$ cat config.mk
export PLATFORM = sky130hd
export DESIGN_NAME = cdrs_ram
export DESIGN_NICKNAME = d
export VERILOG_FILES = /design/src/design/cdrs_ram.sv
export SDC_FILE = /design/constraint.sdc
export NUM_CORES = 1
export LEC_CHECK = 0
export BUFFER_PORTS_ARGS = -buffer_cell sky130_fd_sc_hd__buf_2
export CAP_MARGIN = 5
export CORE_MARGIN = 5
export CORE_UTILIZATION = 54
export DETAILED_ROUTE_END_ITERATION = 7
export PLACE_DENSITY = 0.74
export SYNTH_ARGS = -nofsm -noshare
export SYNTH_HDL_FRONTEND = slang
export SYNTH_SLANG_ARGS = --single-unit
$ cat constraint.sdc
create_clock -name clk_i -period 1.7 [get_ports clk_i]
set_input_delay 0.17 -clock clk_i [delete_from_list [all_inputs] [get_ports clk_i]]
set_output_delay 0.17 -clock clk_i [all_outputs]
set_load 0.005 [all_outputs]
$ cat src/design/cdrs_ram.sv
// cdrs_ram: generic single-write, single-read RAM with registered read data.
// No dependencies.
module cdrs_ram #(
  parameter int WIDTH = 8,
  parameter int DEPTH = 16
) (
  input  logic                                 clk_i,
  input  logic                                 we_i,
  input  logic [((DEPTH > 1) ? $clog2(DEPTH) : 1)-1:0] waddr_i,
  input  logic [WIDTH-1:0]                     wdata_i,
  input  logic [((DEPTH > 1) ? $clog2(DEPTH) : 1)-1:0] raddr_i,
  output logic [WIDTH-1:0]                     rdata_o
);

  logic [WIDTH-1:0] mem_q [DEPTH];
  logic [WIDTH-1:0] rdata_q;

  always_ff @(posedge clk_i) begin
    if (we_i) begin
      mem_q[waddr_i] <= wdata_i;
    end
    rdata_q <= mem_q[raddr_i];
  end

  assign rdata_o = rdata_q;

endmodule

==> flow_metrics.py <==
metrics = {
    "run_status": {
        "status": "completed",
    },
    "timing": {
        "finalMaxSlewViolations": 0,
        "rsz0062_at_grt": "no",
        "max_freq_mhz": 719.7,
        "clock_skew_ps": 8.035,
        "tightest_slew_ps": 361.1,
        "min_period_ps": 1389,
        "finalSetupTns_ps": 0,
        "hold_violations": 0,
        "fin_crit_sh_pct": 81.73,
        "relSlewSlack_pct": 75.93,
        "finalSetupViolations": 0,
    },
    "routing": {
        "wl_met1_um": 3826,
        "dr_wl_met2_um": 4694,
        "dr.pass1.iters": 4,
        "vias": 2439,
        "via_per_inst": 5.725,
        "drtIter0Drc": 312,
        "drt.antenna.violating_nets": 0,
        "wl_per_cell_um": 22.06,
        "top_layer": "met4",
        "drcViolationCount": 0,
        "wl_um": 9398,
        "dr_wl_met3_um": 788,
    },
    "synth": {
        "yosysTopAreaCell": "edfxtp_1",
        "synth_xor_area_share_pct": 0,
        "synth_fa_ha_area_share_pct": 0,
        "syn_area_per_cell_sq_um": 22.48,
        "synth_cell_type_count": 19,
        "yosys_warnings": 0,
        "synth_top_family_by_area": "multiplexers",
        "synth_top_area_share_pct": 74.67,
        "syn_area_sq_um": 5147,
        "synthCells": 229,
        "yosys-top-cells-area": "edfxtp_1 75%, mux4_2 7.9%, mux4_1 7.1%, dfxtp_1 3.1%, a22oi_1 2.3%",
        "synth_compound_area_share_pct": 2.333,
        "synth_seq_cells": 136,
        "yosysSeqAreaShare_pct": 77.78,
        "synthesis.nets": 247,
        "yosys.area_share.simple_pct": 3.184,
        "muxShareOfSynthArea_pct": 15.02,
    },
    "clocking": {
        "htree_levels": 4,
        "insertion_delay_ps": 510,
        "numCtsBuffers": 17,
        "cts_tree": "done",
        "cts.sinks": 136,
        "cts_hold_buf": 0,
        "cts_resized": 0,
        "root_buffer": "clkbuf_8",
        "post-cts-setup-buffers": 0,
        "cts_buffer_depth": 2,
        "clkTransAtPathRegs_ps": 60,
    },
    "floorplan": {
        "ios": 26,
        "die-area_sq_um": 11590,
        "initial_utilization_pct": 55.44,
        "die_w_um": 107.6,
        "coreArea_sq_um": 9284,
        "die_h_um": 107.6,
        "placementRows": 35,
    },
    "power": {
        "p_sw_mw": 1.547,
        "switching_share_pct": 19.74,
        "p_leak_nw": 2.115,
        "internal-power_mw": 6.292,
        "seq_power_share_pct": 48.1,
        "p_comb_share_pct": 4.4,
        "power_density_nw_per_um2": 1273,
        "peakVddDrop_mv": 0.6838,
        "clkPwrFrac_pct": 47.5,
    },
    "layout": {
        "final_common_cell": "edfxtp_1",
        "layout.nets": 302,
        "antennaDiodeCount": 0,
        "area_growth_pct": 19.64,
        "fin_util_pct": 66.33,
        "layout-drive-gt1-share_pct": 32.32,
        "mostFrequentLayoutCells": "128 x edfxtp_1, 25 x buf_2, 18 x mux4_2, 18 x buf_4",
        "fill_cells": 599,
    },
    "worst_setup_path": {
        "cp-start-kind": "flip-flop",
        "r2r_start": "mem_q[1][3]",
        "reg2reg_slack_ps": 310,
        "crit_path_end_kind": "flip-flop",
        "critPathLaunch": "mem_q[1][3]",
        "arrival_ps": 1770,
        "reg2reg_depth": 3,
        "rr_endpoint": "rdata_o[3]",
        "cp-endpoint": "rdata_o[3]",
        "crit_type": "flip-flop to flip-flop",
        "critPathMaxFanout": 1,
        "crit_required_ps": 2090,
    },
    "grt": {
        "grt_usage_pct": 18.38,
        "grt_max_degree": 33,
        "grt_pass1_wl_um": 14840,
        "overflow": 0,
        "grt_pass1_vias": 2556,
        "antenna_found_initial": 0,
    },
    "run": {
        "drv_cap": 0,
    },
    "hold_path": {
        "hold_class": "input port to flip-flop",
    },
    "placement": {
        "gp_congestion": 0.7406,
        "io_buffers": 25,
        "place_hpwl_um": 5833,
    },
}
## how the worst min path moves through the flow
stage	depth (start not counted)	end	slack, ps	from
after CTS	1	mem_q[13][3]	20	wdata_i[3]
after detailed placement	1	rdata_o[1]	550	rdata_o[1]
after global routing	1	mem_q[13][3]	30	wdata_i[3]
after floorplan	0	mem_q[0][0]	270	wdata_i[0]
final	1	mem_q[15][3]	40	wdata_i[3]
after global placement	1	rdata_o[0]	550	rdata_o[0]
## cells in the mapped netlist
cell type	count
nand2b_1	2
nand3b_1	2
nand2_1	9
or3b_2	1
nor2_1	13
buf_6	3
buf_4	1
dfxtp_1	8
and2_1	1
buf_2	3
and2b_1	1
clkdlybuf4s25_2	3
nand3_1	1
edfxtp_1	128
nor3_1	4
mux4_1	14
mux4_2	18
nor2b_1	1
a22oi_1	16
## stage by stage
stage | hold slack, ps | area, sq um | total power, mW | std cells | setup WS, ps
after floorplan | 268.9 | 5147 | 4.026 | 229 | 37.13
after global placement | 549.8 | 5543 | 4.174 | 394 | 128.2
after detailed placement | 551.6 | 5543 | 4.188 | 394 | 102.3
after CTS | 21.45 | 6158 | 7.901 | 426 | 287.2
after global routing | 25.24 | 6158 | 8.116 | 426 | 245.7
final | 44.32 | 6158 | 7.839 | 426 | 310.6
## sequential cells by signal (all words and copies together) (netlist names)
register / flops
mem_q: 128
rdata_o: 8
## routing by layer
| layer | global-route usage [%] | vias up |
|---|---|---|
| li1 | - | 1082 |
| met4 | 5.410 | 0 |
| met1 | 25.19 | 1240 |
| met2 | 28.33 | 109 |
| met3 | 6.239 | 8 |
| met5 | 0 | - |
## cell type report
cell class	instances	area, sq um	area share (%)
clock buffer	17	414.1	6.725
clock inverter	15	201.4	3.271
multi-input combinational	83	1057	17.17
sequential	136	4004	65.01
tap	129	161.4	2.621
timing repair buffer	46	320.3	5.201
## worst max-delay path, stage by stage (launching register included)
cell and delay [ps]:
edfxtp_1 390, mux4_1 570, a22oi_1 230, nand2_1 80
## power groups by stage
stage               combinational, mW  clock (mW)  sequential (mW)
floorplan                       0.190           0             3.84
global route                    0.373        3.96             3.78
CTS                             0.349        3.78             3.77
detailed placement              0.345           0             3.84
finish                          0.344        3.72             3.77
global placement                0.337           0             3.84
## kinds of logic after synthesis
logic type             after synthesis
flip-flops                         136
AO/OA/AOI/OAI                       16
multiplexers                        32
AND/OR/NAND/NOR                     35
buffers and inverters               10
(Power assumes the default switching activity.)
