[config.mk]
export PLATFORM = sky130hd
export DESIGN_NAME = cdrs_div
export DESIGN_NICKNAME = d
export VERILOG_FILES = /design/src/design/cdrs_div.sv
export SDC_FILE = /design/constraint.sdc
export NUM_CORES = 1
export LEC_CHECK = 0
export BUFFER_PORTS_ARGS = -buffer_cell sky130_fd_sc_hd__buf_2
export CORE_MARGIN = 2
export CORE_UTILIZATION = 55
export DETAILED_ROUTE_END_ITERATION = 10
export PLACE_DENSITY = 0.74
export SYNTH_ARGS = -nofsm -noshare
export SYNTH_HDL_FRONTEND = slang
export SYNTH_SLANG_ARGS = --single-unit
[constraint.sdc]
create_clock -name clk_i -period 6.4 [get_ports clk_i]
set_input_delay 0.96 -clock clk_i [delete_from_list [all_inputs] [get_ports clk_i]]
set_output_delay 0.96 -clock clk_i [all_outputs]
set_load 0.005 [all_outputs]
[src/design/cdrs_div.sv]
// cdrs_div: iterative unsigned restoring divider, two quotient bits per cycle.
// No dependencies; the divisor must be nonzero.
module cdrs_div #(
  parameter int DW = 64,
  parameter int VW = 32
) (
  input  logic          clk_i,
  input  logic          rst_ni,
  input  logic          start_i,
  input  logic [DW-1:0] dividend_i,
  input  logic [VW-1:0] divisor_i,
  output logic          done_o,
  output logic [DW-1:0] quotient_o
);

  localparam int PW    = DW + (DW % 2);
  localparam int STEPS = PW / 2;
  localparam int CW    = $clog2(STEPS + 1);

  logic          busy_q, busy_d;
  logic          done_q, done_d;
  logic [CW-1:0] cnt_q, cnt_d;
  logic [PW-1:0] num_q, num_d;
  logic [PW-1:0] quo_q, quo_d;
  logic [VW-1:0] den_q, den_d;
  logic [VW-1:0] rem_q, rem_d;

  logic [VW:0]   r1, r2, r1s, r2s;
  logic          ge1, ge2;

  always_comb begin
    r1  = {rem_q, num_q[PW-1]};
    ge1 = (r1 >= {1'b0, den_q});
    r1s = ge1 ? (r1 - {1'b0, den_q}) : r1;
    r2  = {r1s[VW-1:0], num_q[PW-2]};
    ge2 = (r2 >= {1'b0, den_q});
    r2s = ge2 ? (r2 - {1'b0, den_q}) : r2;
  end

  always_comb begin
    busy_d = busy_q;
    done_d = 1'b0;
    cnt_d  = cnt_q;
    num_d  = num_q;
    quo_d  = quo_q;
    den_d  = den_q;
    rem_d  = rem_q;
    if (start_i) begin
      busy_d = 1'b1;
      cnt_d  = CW'(STEPS);
      num_d  = PW'(dividend_i);
      quo_d  = '0;
      den_d  = divisor_i;
      rem_d  = '0;
    end else if (busy_q) begin
      num_d = {num_q[PW-3:0], 2'b00};
      quo_d = {quo_q[PW-3:0], ge1, ge2};
      rem_d = r2s[VW-1:0];
      cnt_d = cnt_q - CW'(1);
      if (cnt_q == CW'(1)) begin
        busy_d = 1'b0;
        done_d = 1'b1;
      end
    end
  end

  always_ff @(posedge clk_i or negedge rst_ni) begin
    if (!rst_ni) begin
      busy_q <= 1'b0;
      done_q <= 1'b0;
      cnt_q  <= '0;
    end else begin
      busy_q <= busy_d;
      done_q <= done_d;
      cnt_q  <= cnt_d;
    end
  end

  always_ff @(posedge clk_i) begin
    num_q <= num_d;
    quo_q <= quo_d;
    den_q <= den_d;
    rem_q <= rem_d;
  end

  assign done_o     = done_q;
  assign quotient_o = quo_q[DW-1:0];

endmodule
==> metrics.md <==
| Metric | Value |
|---|---|
| Final setup TNS | 0 ns |
| CP most frequent cell | buf_4 |
| Finished Cell Area | 13,490 sq um |
| ANT cells | 0 |
| Drt total wl | 29.74 mm |
| Vias in the first global route | 9,291 |
| Iteration-0 DRC Markers | 739 |
| Yosys cell types | 77 |
| H-tree depth | 4 |
| First drt pass iteration count | 5 |
| CTS buffer count | 17 |
| Worst-path clk slew | 0.08 ns |
| Gpl congestion | 0.9302 |
| Filler instances | 1,762 |
| Critical setup path kind | flop to flop |
| # rows | 53 |
| Synth Instances | 1,170 |
| DR vias | 9,668 |
| Post-route clock period utilization | 96.14% |
| CP cell instances | inv_1 -> ha_1 -> and4_1 -> nand3_1 -> o311ai_1 -> a21o_1 -> a211oi_4 -> buf_4 -> nor2_4 -> buf_4 -> mux2_2 -> ha_1 -> a2111o_1 -> o21ai_0 -> a21oi_1 -> a32oi_1 -> a21oi_1 -> buf_4 -> or4_4 -> a32o_1 -> a31o_1 |
| Crit path DAT | 6.49 ns |
| Status | finished clean |
| First-pass GRT wire length | 46.88 mm |
| Setup repair after global routing missed its margin | no |
| CP endpoint kind | flop |
| Critical Path Source Type | flop |
| Setup-failing EPs final | 0 |
| Yosys warns | 0 |
| Slew headroom | 30.46% |
| Remaining antenna violation count | 0 |
| Min-Delay Path Class | input port to asynchronous set/reset pin |
| CTS max path bufs | 2 |
| Syn_nets | 1,337 |
| Core ar. | 20,960 sq um |
| Share of flip-flops with an asynchronous set or reset | 4.000% |
| Register area share after synthesis | 42.70% |
| Largest stage delay on the critical path | 0.66 ns |
| Max Fclk | 162.5 MHz |
| HPWL Detailed | 21.15 mm |
| Hold-fix buffers, CTS | 0 |
| Ys flop type | edfxtp_1 |
| Share of layout cells above drive strength 1 | 23.82% |
| Initial antenna violation count | 4 |
| Fin. Hold Viols | 0 |
| Clock Skews | 0.01165 ns |
| CTS Root Cell | clkbuf_16 |
| Leak pwr | 0.006275 uW |
| Avg Cell Area, Syn | 10.02 sq um |
| R2R depth | 21 |
| Max cap viols | 0 |
| Tightest Pin Transition | 1.042 ns |
| PortBufs | 163 |
| Post-layout minimum cycle time | 6.153 ns |
| Worst path required time | 6.74 ns |
| Gr usage total | 26.30% |
| Worst path slowest cell | or4_4 |
| M3 GR Usage | 6.951% |
| Vias per Instance | 6.020 |
| Reg2reg setup slack | 0.25 ns |
| Drt drc | 0 |
| Post-synth EDFFs | 96 |
| Crit path max fanout | 30 |
| Clk sinks | 200 |
| Clock Latency Late Sink | 0.44 ns |
| Grt ovf | 0 |
| Die Width | 150.0 um |
| Maximum vdd drop | 0.2369 mV |
| I/O pin total | 164 |
| FF+latch count, synth | 200 |
| Most Crowded Layer GR | met2 |
| Met1 Usage GRT | 34.71% |
| Synthesis-to-layout area growth | 15.12% |
| Synth Cell Area | 11,720 sq um |
| Slew Limit Fails | 0 |
| Area of placed instances | 12,800 sq um |
| Die Y | 150.0 um |
| PD cells | 432.2 nW/um^2 |
| Largest net degree at the start of global routing | 86 |
| GR Layer Usage met2 | 42.44% |
| Routed length per instance | 18.52 um |
| Nets | 1,485 |
| CTS tree | done |
| Die area | 22,490 sq um |
| Initial Util | 55.93% |
==> flip-flops by register name (all words and copies together), names as in the netlist <==
signal      flops
rem_q          32
cnt_q           6
den_q          32
num_q          64
busy_q          1
done_o          1
quotient_o     64
==> cells in the final DEF (no fill, tap or decap), types with 6 or more instances in the layout <==
| master | instances |
|---|---|
| ha_1 | 66 |
| xor2_1 | 10 |
| inv_12 | 7 |
| a21oi_1 | 54 |
| nor2_1 | 134 |
| o211ai_1 | 12 |
| a31oi_1 | 6 |
| o41ai_1 | 6 |
| inv_1 | 50 |
| buf_2 | 162 |
| dfxtp_1 | 96 |
| and2_1 | 9 |
| nand4_1 | 15 |
| o21ai_0 | 49 |
| mux2_2 | 82 |
| buf_4 | 24 |
| a21o_1 | 20 |
| nand2_1 | 69 |
| mux2i_1 | 67 |
| edfxtp_1 | 96 |
| dfrtp_1 | 7 |
| clkbuf_16 | 17 |
| o21a_1 | 15 |
| a311oi_1 | 16 |
| o31ai_1 | 8 |
| a211oi_1 | 16 |
| nor3_1 | 24 |
| nand3_1 | 15 |
| nand2b_1 | 12 |
| and3_1 | 15 |
| xnor2_1 | 39 |
| nor4_1 | 10 |
| nor2b_1 | 10 |
==> power breakdown <==
part           leakage, uW  total [uW]  switching, uW  internal, uW
logic              0.00409        3010           1740          1260
registers          0.00187        1670            132          1540
clock network     0.000311        1160            600           557
total              0.00627        5830           2480          3360
==> worst max-delay path: cells and delay by family (launching register included) <==
kind,cells,cell delay [ns]
DFF,1,0.33
AOI/OAI and AO/OA,10,2.39
and+or+nand+nor,4,1.50
muxes,1,0.36
buffers and inverters,4,0.67
adders and majority gates,2,0.78
==> logic make-up (layout without fill, tap and decap cells) <==
logic type / count (synthesis) / count (layout) / synth area share (%)
and+or+nand+nor: 335 / 335 / 13.52
AOI/OAI and AO/OA: 261 / 261 / 15.44
DFF: 200 / 200 / 42.70
muxes: 149 / 149 / 13.60
buffers and inverters: 108 / 269 / 3.694
adders and majority gates: 68 / 68 / 7.388
xor gates and xnor gates: 49 / 49 / 3.662
==> stage by stage <==
stage / setup WS (ns) / std cells / power (uW) / util (%) / hold WS (ns)
3_5_place_dp: 0.1792 / 1569 / 4545 / 61.09 / 0.4830
4_1_cts: 0.1107 / 1601 / 5738 / 64.18 / 0.3289
3_3_place_gp: 0.2965 / 1569 / 4522 / 61.09 / 0.4708
2_1_floorplan: 1.226 / 1170 / 3851 / - / 0.4544
5_1_grt: 0.03763 / 1606 / 6188 / 64.38 / 0.3335
6_report: 0.2469 / 1606 / 5832 / 64.38 / 0.3398
==> worst paths after layout <==
| path | endpoint | from |
|---|---|---|
| max | rem_q[25] | den_q[15] |
| min | cnt_q[2] | rst_ni |
| max reg2reg | rem_q[25] | den_q[15] |
| min reg2reg | rem_q[2] | rem_q[2] |
| max in group asynchronous | busy_q | rst_ni |
| min in group clk_i | rem_q[2] | rem_q[2] |
==> what timing repair did <==
action | in CTS | in global routing
gates resized for setup | 0 | 3
setup endpoints to repair | 0 | 30
buffers inserted | 0 | 5
==> cells in the mapped netlist (4+ instances only) <==
master / count / area, sq um
nor2_1: 135 / 506.7
dfxtp_1: 96 / 1922
edfxtp_1: 96 / 2883
mux2_2: 82 / 923.4
nand2_1: 70 / 262.8
mux2i_1: 67 / 670.6
ha_1: 66 / 825.8
a21oi_1: 54 / 270.3
o21ai_0: 51 / 255.2
inv_1: 50 / 187.7
xnor2_1: 39 / 341.6
clkbuf_1: 35 / 131.4
nor3_1: 24 / 120.1
a21o_1: 20 / 150.1
a211oi_1: 16 / 120.1
a311oi_1: 16 / 140.1
and3_1: 15 / 93.84
nand3_1: 15 / 75.07
nand4_1: 15 / 93.84
o21a_1: 15 / 112.6
nand2b_1: 12 / 75.07
o211ai_1: 12 / 90.09
buf_1: 11 / 41.29
nor2b_1: 10 / 62.56
nor4_1: 10 / 62.56
xor2_1: 10 / 87.58
and2_1: 9 / 56.30
buf_2: 9 / 45.04
dfrtp_1: 8 / 200.2
o31ai_1: 8 / 60.06
a31oi_1: 6 / 37.54
o41ai_1: 6 / 52.55
and4_1: 5 / 43.79
o31a_1: 5 / 43.79
a2111oi_0: 4 / 35.03
a21boi_0: 4 / 30.03
o21bai_1: 4 / 30.03
==> metal layers <==
layer	routed length (um)	vias to the layer above
met3	2453	60
met1	12930	4604
met2	13650	387
met4	686	4
met5	18	-
li1	-	4613
==> final cells by class <==
type	count	area, sq um	area share (%)
clock buffer	17	425.4	3.153
clock inverter	15	222.7	1.651
inverter	50	187.7	1.391
multi-input combinational	862	6301	46.70
sequential	200	5009	37.12
tap	275	344.1	2.550
timing repair buffer	187	1002	7.428
(Power assumes the default switching activity.)
